==> src/rtl/core/tcw_pkg.sv <==
// Shared constants, codes and controller/datapath types for the console writer.
package tcw_pkg;

    localparam int SCREEN_ROWS  = 25;
    localparam int SCREEN_COLS  = 80;
    localparam int CELLS        = SCREEN_ROWS * SCREEN_COLS;
    localparam int CELL_AW      = $clog2(CELLS);
    localparam int CURSOR_PITCH = 80;

    localparam int ROW_W      = 5;
    localparam int COL_W      = 7;
    localparam int CHAR_W     = 8;
    localparam int POS_W      = 11;
    localparam int FUNC_W     = 2;
    localparam int CFG_IDX_W  = 3;
    localparam int CFG_DATA_W = 7;
    // row + column sums and the scaled row fit here with room to spare
    localparam int SUM_W      = 14;

    localparam logic [CHAR_W-1:0] BLANK  = 8'd32;
    localparam logic [CHAR_W-1:0] CH_BS  = 8'd8;
    localparam logic [CHAR_W-1:0] CH_TAB = 8'd9;
    localparam logic [CHAR_W-1:0] CH_LF  = 8'd10;
    localparam logic [CHAR_W-1:0] CH_CR  = 8'd13;

    // tab stops every four columns: low two bits of the column
    localparam int TAB_BITS = 2;

    typedef enum logic [FUNC_W-1:0] {
        FUNC_PUT   = 2'd0,
        FUNC_READ  = 2'd1,
        FUNC_CLEAR = 2'd2,
        FUNC_NOP   = 2'd3
    } t_func;

    typedef enum logic [CFG_IDX_W-1:0] {
        CFG_TOP    = 3'd0,
        CFG_LEFT   = 3'd1,
        CFG_WIDTH  = 3'd2,
        CFG_HEIGHT = 3'd3,
        CFG_ENABLE = 3'd4
    } t_cfg_idx;

    typedef enum logic [3:0] {
        ST_INIT,
        ST_IDLE,
        ST_DISPATCH,
        ST_RD_WAIT,
        ST_PUT,
        ST_TAB,
        ST_FIX,
        ST_SCR_RD,
        ST_SCR_WR,
        ST_BOTTOM,
        ST_CLEAR,
        ST_FINISH
    } t_state;

    typedef enum logic [1:0] {
        SEL_CURSOR,
        SEL_READ,
        SEL_SRC,
        SEL_DST
    } t_sel;

    typedef enum logic [1:0] {
        WSRC_CHAR,
        WSRC_BLANK,
        WSRC_COPY
    } t_wsrc;

    typedef enum logic [2:0] {
        CUR_HOLD,
        CUR_CLAMP,
        CUR_BS,
        CUR_INC,
        CUR_NL,
        CUR_FIX,
        CUR_HOME
    } t_cur_op;

    typedef enum logic [1:0] {
        CNT_HOLD,
        CNT_ZERO,
        CNT_NEXT,
        CNT_BOTTOM
    } t_cnt_op;

    typedef enum logic [1:0] {
        CHR_TEXT,
        CHR_BS,
        CHR_TAB,
        CHR_NL
    } t_chr;

    typedef struct packed {
        logic    capture;
        logic    init_wr;
        t_sel    sel;
        logic    rd;
        logic    wr;
        t_wsrc   wsrc;
        t_cur_op cur_op;
        t_cnt_op cnt_op;
        logic    latch_rd;
        logic    load_out;
    } t_dp_cmd;

    typedef struct packed {
        logic  init_last;
        t_func func;
        logic  enable;
        t_chr  chr;
        logic  tab_more;
        logic  need_scroll;
        logic  h_one;
        logic  col_last;
        logic  row_last;
        logic  scr_last;
        logic  out_free;
    } t_dp_sts;

endpackage

==> src/rtl/core/tcw_ctrl.sv <==
// Command sequencer for the console writer: walks put, read, clear and scroll.
module tcw_ctrl (
    input  logic             i_clk,
    input  logic             i_rst_n,
    input  logic             i_in_valid,
    output logic             o_in_ready,
    input  tcw_pkg::t_dp_sts i_sts,
    output tcw_pkg::t_dp_cmd o_cmd
);
    import tcw_pkg::*;

    t_state  r_state;
    t_state  n_state;
    t_dp_cmd cmd;

    always_ff @(posedge i_clk) begin
        if (!i_rst_n) begin
            r_state <= ST_INIT;
        end else begin
            r_state <= n_state;
        end
    end

    always_comb begin
        n_state      = r_state;
        cmd          = '0;
        cmd.sel      = SEL_CURSOR;
        cmd.wsrc     = WSRC_BLANK;
        cmd.cur_op   = CUR_HOLD;
        cmd.cnt_op   = CNT_HOLD;
        case (r_state)
            ST_INIT: begin
                // blank the whole store once after reset
                cmd.init_wr = 1'b1;
                if (i_sts.init_last) begin
                    n_state = ST_IDLE;
                end
            end
            ST_IDLE: begin
                if (i_in_valid) begin
                    cmd.capture = 1'b1;
                    n_state     = ST_DISPATCH;
                end
            end
            ST_DISPATCH: begin
                case (i_sts.func)
                    FUNC_PUT: begin
                        if (i_sts.enable) begin
                            cmd.cur_op = CUR_CLAMP;
                            n_state    = ST_PUT;
                        end else begin
                            n_state = ST_FINISH;
                        end
                    end
                    FUNC_READ: begin
                        cmd.sel = SEL_READ;
                        cmd.rd  = 1'b1;
                        n_state = ST_RD_WAIT;
                    end
                    FUNC_CLEAR: begin
                        if (i_sts.enable) begin
                            cmd.cnt_op = CNT_ZERO;
                            n_state    = ST_CLEAR;
                        end else begin
                            n_state = ST_FINISH;
                        end
                    end
                    default: n_state = ST_FINISH;
                endcase
            end
            ST_RD_WAIT: begin
                cmd.latch_rd = 1'b1;
                n_state      = ST_FINISH;
            end
            ST_PUT: begin
                case (i_sts.chr)
                    CHR_BS: begin
                        cmd.cur_op = CUR_BS;
                        n_state    = ST_FIX;
                    end
                    CHR_TAB: n_state = ST_TAB;
                    CHR_NL: begin
                        cmd.cur_op = CUR_NL;
                        n_state    = ST_FIX;
                    end
                    default: begin
                        cmd.sel    = SEL_CURSOR;
                        cmd.wr     = 1'b1;
                        cmd.wsrc   = WSRC_CHAR;
                        cmd.cur_op = CUR_INC;
                        n_state    = ST_FIX;
                    end
                endcase
            end
            ST_TAB: begin
                cmd.sel    = SEL_CURSOR;
                cmd.wr     = 1'b1;
                cmd.wsrc   = WSRC_BLANK;
                cmd.cur_op = CUR_INC;
                if (!i_sts.tab_more) begin
                    n_state = ST_FIX;
                end
            end
            ST_FIX: begin
                cmd.cur_op = CUR_FIX;
                if (i_sts.need_scroll) begin
                    if (i_sts.h_one) begin
                        cmd.cnt_op = CNT_BOTTOM;
                        n_state    = ST_BOTTOM;
                    end else begin
                        cmd.cnt_op = CNT_ZERO;
                        n_state    = ST_SCR_RD;
                    end
                end else begin
                    n_state = ST_FINISH;
                end
            end
            ST_SCR_RD: begin
                cmd.sel = SEL_SRC;
                cmd.rd  = 1'b1;
                n_state = ST_SCR_WR;
            end
            ST_SCR_WR: begin
                cmd.sel  = SEL_DST;
                cmd.wr   = 1'b1;
                cmd.wsrc = WSRC_COPY;
                if (i_sts.col_last && i_sts.scr_last) begin
                    cmd.cnt_op = CNT_BOTTOM;
                    n_state    = ST_BOTTOM;
                end else begin
                    cmd.cnt_op = CNT_NEXT;
                    n_state    = ST_SCR_RD;
                end
            end
            ST_BOTTOM: begin
                cmd.sel    = SEL_DST;
                cmd.wr     = 1'b1;
                cmd.wsrc   = WSRC_BLANK;
                cmd.cnt_op = CNT_NEXT;
                if (i_sts.col_last) begin
                    n_state = ST_FINISH;
                end
            end
            ST_CLEAR: begin
                cmd.sel    = SEL_DST;
                cmd.wr     = 1'b1;
                cmd.wsrc   = WSRC_BLANK;
                cmd.cnt_op = CNT_NEXT;
                if (i_sts.col_last && i_sts.row_last) begin
                    cmd.cur_op = CUR_HOME;
                    n_state    = ST_FINISH;
                end
            end
            ST_FINISH: begin
                // hold the result until the output register frees up
                if (i_sts.out_free) begin
                    cmd.load_out = 1'b1;
                    n_state      = ST_IDLE;
                end
            end
            default: n_state = ST_INIT;
        endcase
    end

    assign o_cmd      = cmd;
    assign o_in_ready = (r_state == ST_IDLE);

    a_one_word_at_a_time: assert property (@(posedge i_clk) disable iff (!i_rst_n)
        (i_in_valid && o_in_ready) |=> !o_in_ready)
        else $error("input taken while a word is still in work");

    a_load_needs_room: assert property (@(posedge i_clk) disable iff (!i_rst_n)
        cmd.load_out |-> i_sts.out_free)
        else $error("result loaded over an untaken word");

    a_load_then_idle: assert property (@(posedge i_clk) disable iff (!i_rst_n)
        cmd.load_out |=> o_in_ready)
        else $error("sequencer not idle after result load");

endmodule

==> config.mk <==
export PLATFORM = sky130hd
export DESIGN_NAME = tcw_ctrl
export DESIGN_NICKNAME = d
export VERILOG_FILES = /design/src/rtl/core/tcw_pkg.sv /design/src/rtl/core/tcw_ctrl.sv
export SDC_FILE = /design/constraint.sdc
export NUM_CORES = 1
export LEC_CHECK = 0
export BUFFER_PORTS_ARGS = -buffer_cell sky130_fd_sc_hd__buf_2
export CAP_MARGIN = 25
export CORE_MARGIN = 3
export CORE_UTILIZATION = 40
export CTS_CLUSTER_DIAMETER = 40
export DETAILED_ROUTE_END_ITERATION = 12
export GPL_TIMING_DRIVEN = 0
export MAX_ROUTING_LAYER = met4
export PLACE_DENSITY = 0.69
export SLEW_MARGIN = 5
export SYNTH_ARGS = -nofsm -noshare
export SYNTH_HDL_FRONTEND = slang
export SYNTH_SLANG_ARGS = --single-unit
==> constraint.sdc <==
create_clock -name i_clk -period 2.25 [get_ports i_clk]
set_input_delay 0.225 -clock i_clk [delete_from_list [all_inputs] [get_ports i_clk]]
set_output_delay 0.225 -clock i_clk [all_outputs]
set_load 0.01 [all_outputs]
==> reports/summary.txt, run 1 <==
DRT antenna net count = 0
Peak Freq = 483.9 MHz
DP HPWL = 1684 um
CTS tree = yes
Yosys warning count = 0
DRC viols = 0
Die area = 2379 um2
Final setup vio count = 0
Max reg flops = 4
Routability congestion estimate = 0.8816
Clock sink total = 4
Synth cell types = 40
Met2 global-route usage = 28.05%
First-pass GRT wire length = 3408 um
Layout area overhead = 28.55%
Largest net degree at the start of global routing = 11
Met3 Use GR = 2.752%
Most common cell in the netlist = nand2_1
Status = finished, final reports clean
Synth area leader = dfxtp_1
Num CTS Buffers = 3
Leakage = 0.4279 nW
Max-Cap Viols = 0
Clk_skew = 5.292 ps
Avg Vias per Cell = 5.807
Worst Hold Depth = 2
Avg WL per Cell = 13.17 um
Min Tclk post-route = 2067 ps
Period utilization = 91.85%
I/O pin cnt = 32
CP Class = register to output port
Max Fanout on Critical Path = 10
GRT Util Overall = 18.06%
Hold buffer count at cts = 0
Top flop regs = r_state x4
Post-Synthesis Net Count = 128
Max Root-Sink Buffers = 2
Post-synth EDFFs = 0
# diodes = 0
Chip Height = 48.78 um
Global routing's busiest layer = met2
Drt pass-1 iters = 4
Layout Nets = 164
CP arrival = 1840 ps
CP Data Required Time = 2030 ps
Port-buffer cells = 31
Reg2reg setup slack = 570 ps
Clk_lat worst skew = 240 ps
Placed insts = 163
# rows = 14
Die Width = 48.78 um
Slew Limit Headroom = 58.21%
Worst Hold Endpoint = r_state[2]
Worst min path class = primary input to register
Origin of the worst min-delay path = i_rst_n
Mapped Avg Cell Area = 6.777 um2
Congestion Overflow GR = 0
Hold_ws = 271.5 ps
Asr flop ratio synth = 0%
Fraction of the yosys area taken by sequential cells = 10.94%
RSZ-0062 raised after global routing = no
Reg2reg start = r_state[1]
Max Slew Vio Count = 0
Number of global-route vias before repair = 807
Slew @ Worst Pin = 618.1 ps
Iteration-0 DRC Markers = 42
Initial antenna violation count = 0
Critical Path Source = r_state[0]
Main flop type after synthesis = dfxtp_1
Netlist Area Pre-Place = 732.0 um2
Reg2Reg Depth = 5
GRT met1 Usage = 21.73%
VDD IR-drop max = 0.0004178 V
TNS Setup = 0 ps
Mapped Cells = 108
Biggest register = r_state
Design Power = 0.8088 mW
Area contributors post-synth = dfxtp_1, ha_1, nand2_1, o21ai_0, a21oi_1
CTS root buffer = clkbuf_4
Final WL = 2186 um
Crit path launch type = register
Power Density = 859.6 nW/um2
Post-synth top cells = nand2_1, o21ai_0, a21oi_1, nor3_1
Share of the synthesized area in the top cell type = 10.94%
Synthesis-stage register bit count = 4
H-tree lvl count = 1
Resized cells post-CTS = 0
Post-Layout Cell Count = 166
Core Box Area = 1612 um2
RR Endpoint = r_state[2]
Initial Util = 45.42%
Total setup buffers inserted after CTS = 0
Final hold vios = 0
Crit. End Element = output port
Total number of vias = 964
Share of layout cells above drive strength 1 = 30.28%
Clk slew on worst S/H paths = 40 ps
[cell usage in the layout (no fill, tap or decap), types with 2 or more instances in the layout]
cell type  netlist  layout
buf_6            2       2
dfxtp_1          4       4
clkbuf_1         5       4
o21ai_0          8       8
nand3_1          4       4
o211ai_1         2       2
o22ai_1          3       3
buf_2            2      33
nand2_1         12      12
a211oi_1         2       2
nor2b_1          4       4
nor3_1           6       6
clkbuf_4         0       3
a21oi_1          7       7
and2_1           2       2
nand2b_1         5       5
nor2_1           4       4
inv_1            3       3
nor4_1           2       2
o21bai_1         2       2
a31oi_1          3       3
nor3b_1          4       4
ha_1             4       4
[worst max-delay path by stage]
stage	endpoint	slack (ps)
final	o_cmd[4]	180
after global routing	o_cmd[4]	80
after CTS	o_cmd[2]	130
after detailed placement	o_cmd[2]	390
after global placement	o_cmd[2]	410
after floorplan	o_cmd[2]	630
[metal layers]
metal | share of wire [%] | wire (um) | vias to the layer above
met4 | 2.1 | 45 | 0
met3 | 8.2 | 179 | 7
met1 | 44 | 952 | 438
met2 | 46 | 1007 | 50
met5 | 0 | 0 | -
li1 | - | - | 469
[logic make-up after synthesis]
kind of cell	synth area share [%]
and+or+nand+nor	36.41
AOI/OAI and AO/OA	31.62
buffers and inverters	10.09
adders and majority gates	6.838
DFF	10.94
muxes	2.906
xor gates and xnor gates	1.197
[area by class of cell]
class                   instances  area, um2
plain buffers                  11      63.81
repair buffers                 31      155.1
fillers                       167      670.6
multi-input cells              90      578.1
inverters                       3      11.26
well taps                      24      30.03
flip-flops and latches          4      80.08
clock buffers                   3      22.52
[worst max-delay path, stage by stage (launching register included)]
cell and delay [ps]:
dfxtp_1 300, buf_4 150, buf_2 220, clkbuf_1 380, nand2_1 210, o211ai_1 130, nand2_1 70, buf_2 140
[per-stage QoR]
step           area, um2  setup slack [ps]  utilization (%)
4_1_cts            939.7             127.7            58.31
2_1_floorplan      732.0             634.4                -
3_5_place_dp       917.1             388.9            56.91
5_1_grt            940.9             77.25            58.39
6_report           940.9             183.5            58.39
3_3_place_gp       917.1             408.8            56.91
[power breakdown]
group,leakage [nW],internal [mW],switching [mW]
registers,0.0328,0.0921,0.00621
logic,0.381,0.250,0.369
clock network,0.0138,0.0599,0.0323
Power figures use the tool's default switching activity.
==> inputs of run 2 (changes only) <==
--- a/config.mk
+++ b/config.mk
@@ -5,6 +5,7 @@
 export SDC_FILE = /design/constraint.sdc
 export NUM_CORES = 1
 export LEC_CHECK = 0
+export ABC_AREA = 1
 export BUFFER_PORTS_ARGS = -buffer_cell sky130_fd_sc_hd__buf_2
 export CAP_MARGIN = 25
 export CORE_MARGIN = 3
@@ -12,7 +13,6 @@
 export CTS_CLUSTER_DIAMETER = 40
 export DETAILED_ROUTE_END_ITERATION = 12
 export GPL_TIMING_DRIVEN = 0
-export MAX_ROUTING_LAYER = met4
 export PLACE_DENSITY = 0.69
 export SLEW_MARGIN = 5
 export SYNTH_ARGS = -nofsm -noshare
==> reports/summary.txt, run 2 <==
Port-buffer cells = 31
VDD IR-drop max = 0.0005151 V
Yosys warning count = 0
DRT antenna net count = 0
Max-Cap Viols = 0
Synth cell types = 22
I/O pin cnt = 32
Mapped Avg Cell Area = 5.192 um2
Leakage = 0.5741 nW
Post-synth EDFFs = 0
Num CTS Buffers = 3
Status = finished, final reports clean
Final WS setup = 348.5 ps
Hold_ws = 277.8 ps
Worst min path class = primary input to register
Netlist Area Pre-Place = 726.9 um2
Slew @ Worst Pin = 272.8 ps
CP Class = register to output port
Clk slew on worst S/H paths = 40 ps
Synth area leader = nand2_1
Slew Limit Headroom = 81.74%
Chip Height = 48.63 um
DP HPWL = 1825 um
Hold buffer count at cts = 0
Top flop regs = r_state x4
Total number of vias = 956
Mapped Cells = 140
Total setup buffers inserted after CTS = 0
Post-Layout Cell Count = 198
Placement Setup Slack = 602.5 ps
Initial antenna violation count = 0
Most common cell after layout, fill and taps aside = nand2_1
CP Data Required Time = 2030 ps
RSZ-0062 raised after global routing = no
Fraction of the yosys area taken by sequential cells = 11.02%
Period utilization = 84.51%
Most frequent cells in the layout = nand2_1, buf_2, inv_1, nor2_1, nand3_1
Reg2reg setup slack = 860 ps
Biggest register = r_state
Origin of the worst min-delay path = i_rst_n
Filler cell count = 186
First-pass GRT wire length = 3712 um
# diodes = 0
Share of layout cells above drive strength 1 = 29.31%
Asr flop ratio synth = 0%
Main flop type after synthesis = dfxtp_1
Min Tclk post-route = 1902 ps
Worst Hold Endpoint = r_state[0]
Layout Nets = 196
Clk_skew = 1.469 ps
H-tree lvl count = 1
GRT Util Overall = 19.07%
Number of global-route vias before repair = 902
Worst Hold Depth = 3
Most common cell in the netlist = nand2_1
Resized cells post-CTS = 0
Final core occ = 58.00%
Max Fanout on Critical Path = 6
Peak Freq = 525.9 MHz
Post-Synthesis Net Count = 160
Design Power = 0.8217 mW
Share of the synthesized area in the top cell type = 23.24%
CTS tree = yes
TNS Setup = 0 ps
CP arrival = 1680 ps
Crit path launch type = register
Routability congestion estimate = 0.8743
Core Box Area = 1612 um2
Area after DPL = 912.1 um2
Reg2reg start = r_state[0]
Reg2Reg Depth = 8
Final WL = 2086 um
CTS root buffer = clkbuf_4
Initial Util = 45.11%
Crit. End Element = output port
Placed insts = 195
Avg WL per Cell = 10.54 um
Area contributors post-synth = nand2_1, inv_1, dfxtp_1, nor2_1, ha_1
Clock sink total = 4
Final instance area = 934.6 um2
DRC viols = 0
Max Slew Vio Count = 0
Synthesis-stage register bit count = 4
Clk_lat worst skew = 240 ps
Max reg flops = 4
Congestion Overflow GR = 0
Avg Vias per Cell = 4.828
Final hold vios = 0
Post-synth top cells = nand2_1, inv_1, nor2_1, nand3_1, inv_2
Largest net degree at the start of global routing = 10
Die area = 2365 um2
Layout area overhead = 28.57%
Drt pass-1 iters = 4
# rows = 14
Final setup vio count = 0
Power Density = 879.1 nW/um2
Die Width = 48.63 um
Iteration-0 DRC Markers = 18
RR Endpoint = r_state[3]
Max Root-Sink Buffers = 2
-- run 2: cell count changes in the layout (fill, tap and decap cells not counted), moves of 5 or more --
cell / change
nand2_1: +33
o21ai_0: -6
nor3_1: -5
inv_2: +7
nor2_1: +17
nand2b_1: -5
inv_1: +19
-- run 2: critical path, cell delays in order (launching register included) --
cell and delay, ps:
dfxtp_1 350, inv_1 120, nand2_1 120, nor2_1 240
inv_2 80, nor2_1 90, nand2_1 80, o21ai_1 120
inv_2 50, nand4_1 60, buf_2 130
-- run 2: cell type report --
class / instances / area (um2) / area share [%]
flip-flops and latches: 4 / 80.08 / 8.568
multi-input cells: 107 / 538.0 / 57.56
repair buffers: 31 / 155.1 / 16.60
inverters: 29 / 108.9 / 11.65
well taps: 24 / 30.03 / 3.213
clock buffers: 3 / 22.52 / 2.410
-- run 2: power breakdown --
part	internal (mW)	switching, mW	total (mW)
Combinational	0.207	0.385	0.593
Clock	0.0598	0.0311	0.0909
Sequential	0.0964	0.0416	0.138
Total	0.363	0.458	0.822
-- run 2: cells by family after synthesis --
kind of cell	Yosys count	share of synthesized area, %
AOI/OAI and AO/OA	16	13.77
adders and majority gates	4	6.885
buffers and inverters	29	14.97
DFF	4	11.02
and+or+nand+nor	87	53.36
-- run 2: worst max-delay path by stage --
stage,end,cells after the start,from
after floorplan,o_cmd[9],9,r_state[3]
after global placement,o_cmd[9],10,r_state[1]
after detailed placement,o_cmd[9],10,r_state[1]
after CTS,o_cmd[9],10,r_state[1]
after global routing,o_cmd[9],10,r_state[0]
final,o_cmd[9],10,r_state[1]
-- run 2: per-layer routing --
layer | wire (um) | track usage [%] | up-vias
li1 | - | - | 504
met1 | 937 | 22.88 | 424
met2 | 1060 | 35.75 | 26
met3 | 77 | 1.227 | 2
met4 | 10 | 5.687 | 0
met5 | 0 | 0 | -
==> inputs of run 3 (changes only) <==
--- a/config.mk
+++ b/config.mk
@@ -5,7 +5,7 @@
 export SDC_FILE = /design/constraint.sdc
 export NUM_CORES = 1
 export LEC_CHECK = 0
-export ABC_AREA = 1
+export ABC_AREA = 0
 export BUFFER_PORTS_ARGS = -buffer_cell sky130_fd_sc_hd__buf_2
 export CAP_MARGIN = 25
 export CORE_MARGIN = 3
@@ -13,7 +13,7 @@
 export CTS_CLUSTER_DIAMETER = 40
 export DETAILED_ROUTE_END_ITERATION = 12
 export GPL_TIMING_DRIVEN = 0
-export PLACE_DENSITY = 0.69
+export PLACE_DENSITY = 0.72
 export SLEW_MARGIN = 5
 export SYNTH_ARGS = -nofsm -noshare
 export SYNTH_HDL_FRONTEND = slang
==> constraint.sdc (replaced) <==
create_clock -name i_clk -period 1.5 [get_ports i_clk]
set_input_delay 0.15 -clock i_clk [delete_from_list [all_inputs] [get_ports i_clk]]
set_output_delay 0.15 -clock i_clk [all_outputs]
set_load 0.01 [all_outputs]
==> reports/summary.txt, run 3 (synthesis gave the netlist of run 1 again) <==
H-tree lvl count = 1
Chip Height = 48.78 um
CTS tree = yes
DRT antenna net count = 0
Port-buffer cells = 31
Biggest register = r_state
Max Slew Vio Count = 0
CP arrival = 1430 ps
Die Width = 48.78 um
Clk_skew = 3.789 ps
Clk slew on worst S/H paths = 40 ps
Num CTS Buffers = 3
Layout area overhead = 95.38%
Top flop regs = r_state x4
Origin of the worst min-delay path = i_rst_n
VDD IR-drop max = 0.0009818 V
CP Data Required Time = 1350 ps
Routability congestion estimate = 0.8780
# diodes = 0
Worst min path class = primary input to register
Min Tclk post-route = 1580 ps
Initial antenna violation count = 0
DP HPWL = 1654 um
Core Box Area = 1612 um2
Top delay family on crit path = simple AND/OR/NAND/NOR gates
Initial Util = 45.42%
Max incr delay on CP = 360 ps
Post-Layout Cell Count = 188
Final WL = 3483 um
Hold buffer count at cts = 0
Period utilization = 105.3%
CP Class = register to output port
Peak Freq = 633.1 MHz
Crit path launch type = register
Placed insts = 163
Max-Cap Viols = 0
Failing checks = negative setup slack
Reg2Reg Depth = 6
I/O pin cnt = 32
CTS root buffer = clkbuf_4
Avg WL per Cell = 18.53 um
RSZ-0062 raised after global routing = yes
Clk_lat worst skew = 240 ps
Area after DPL = 918.4 um2
Most common cell after layout, fill and taps aside = buf_2
Final hold vios = 0
Crit path depth = 5
Drt pass-1 iters = 6
Max Root-Sink Buffers = 2
Reg2reg setup slack = -60 ps
Crit path max-delay cell type = nor4b_4
Clock sink total = 4
Power Density = 1464 nW/um2
Layout Nets = 186
Cell Chain, Critical Path = buf_6, nor4b_4, nand3_1, nand2_1, buf_2
Slew @ Worst Pin = 326.9 ps
Most frequent cells in the layout = buf_2, buf_4, nand2_1, buf_6, o21ai_0
Final WS setup = -79.65 ps
Worst Hold Depth = 2
Reg2reg start = r_state[1]
Worst Hold Endpoint = r_state[2]
RR Endpoint = r_state[1]
GRT Util Overall = 23.16%
Iteration-0 DRC Markers = 56
Die area = 2379 um2
First-pass GRT wire length = 4485 um
# rows = 14
Avg Vias per Cell = 6.213
Largest net degree at the start of global routing = 11
DRC viols = 0
Max Fanout on Critical Path = 7
Total number of vias = 1168
Placement Setup Slack = -212.9 ps
Hold_ws = 208.6 ps
Crit. End Element = output port
Slew Limit Headroom = 78.21%
Max reg flops = 4
Leakage = 0.6620 nW
Final setup vio count = 8
Number of global-route vias before repair = 1004
Congestion Overflow GR = 0
Share of layout cells above drive strength 1 = 56.71%
Final core occ = 88.74%
Final instance area = 1430 um2
Status = finished, violations left
Buf/Inv on CP = 2
run 3: metrics by stage:
| stage | setup TNS [ps] | total power [mW] |
|---|---|---|
| 2_1_floorplan | 0 | 0.8173 |
| 3_3_place_gp | -1534 | 1.059 |
| 3_5_place_dp | -1663 | 1.062 |
| 4_1_cts | -54.58 | 1.590 |
| 5_1_grt | -1419 | 2.202 |
| 6_report | -397.1 | 2.094 |
run 3: per-layer routing:
layer	GRT usage, %	up-vias	part of all wire (%)	routed length [um]
met2	41.40	88	52	1798
met4	4.739	0	2.8	96
met5	0	-	0	0
met1	26.99	550	36	1268
met3	7.034	14	9.2	319
li1	-	516	-	-
run 3: what timing repair did:
item,CTS,global route
cloned,2,3
endpoints found under the setup margin,19,19
buffers inserted,9,8
pin swaps,11,6
resized for setup,43,25
run 3: worst max-delay path by stage:
stage / start / end / slack (ps)
floorplan: r_state[1] / o_cmd[2] / 40
detailed placement: r_state[0] / o_cmd[4] / -210
global route: r_state[0] / o_cmd[4] / -160
finish: r_state[0] / o_cmd[4] / -80
CTS: r_state[0] / o_cmd[4] / -30
global placement: r_state[0] / o_cmd[4] / -200
run 3: layout make-up:
cell class	count	area (um2)
Tap cell	24	30.03
Timing Repair Buffer	53	361.6
Clock buffer	3	22.52
Buffer	11	171.4
Sequential cell	4	82.58
Inverter	3	11.26
Multi-Input combinational cell	90	750.7
Fill cell	71	181.4
run 3: power by group:
| group | internal [mW] | switching (mW) | leakage (nW) |
|---|---|---|---|
| Combinational | 0.938 | 0.866 | 0.615 |
| Clock | 0.0895 | 0.0438 | 0.0138 |
| Sequential | 0.141 | 0.0160 | 0.0337 |
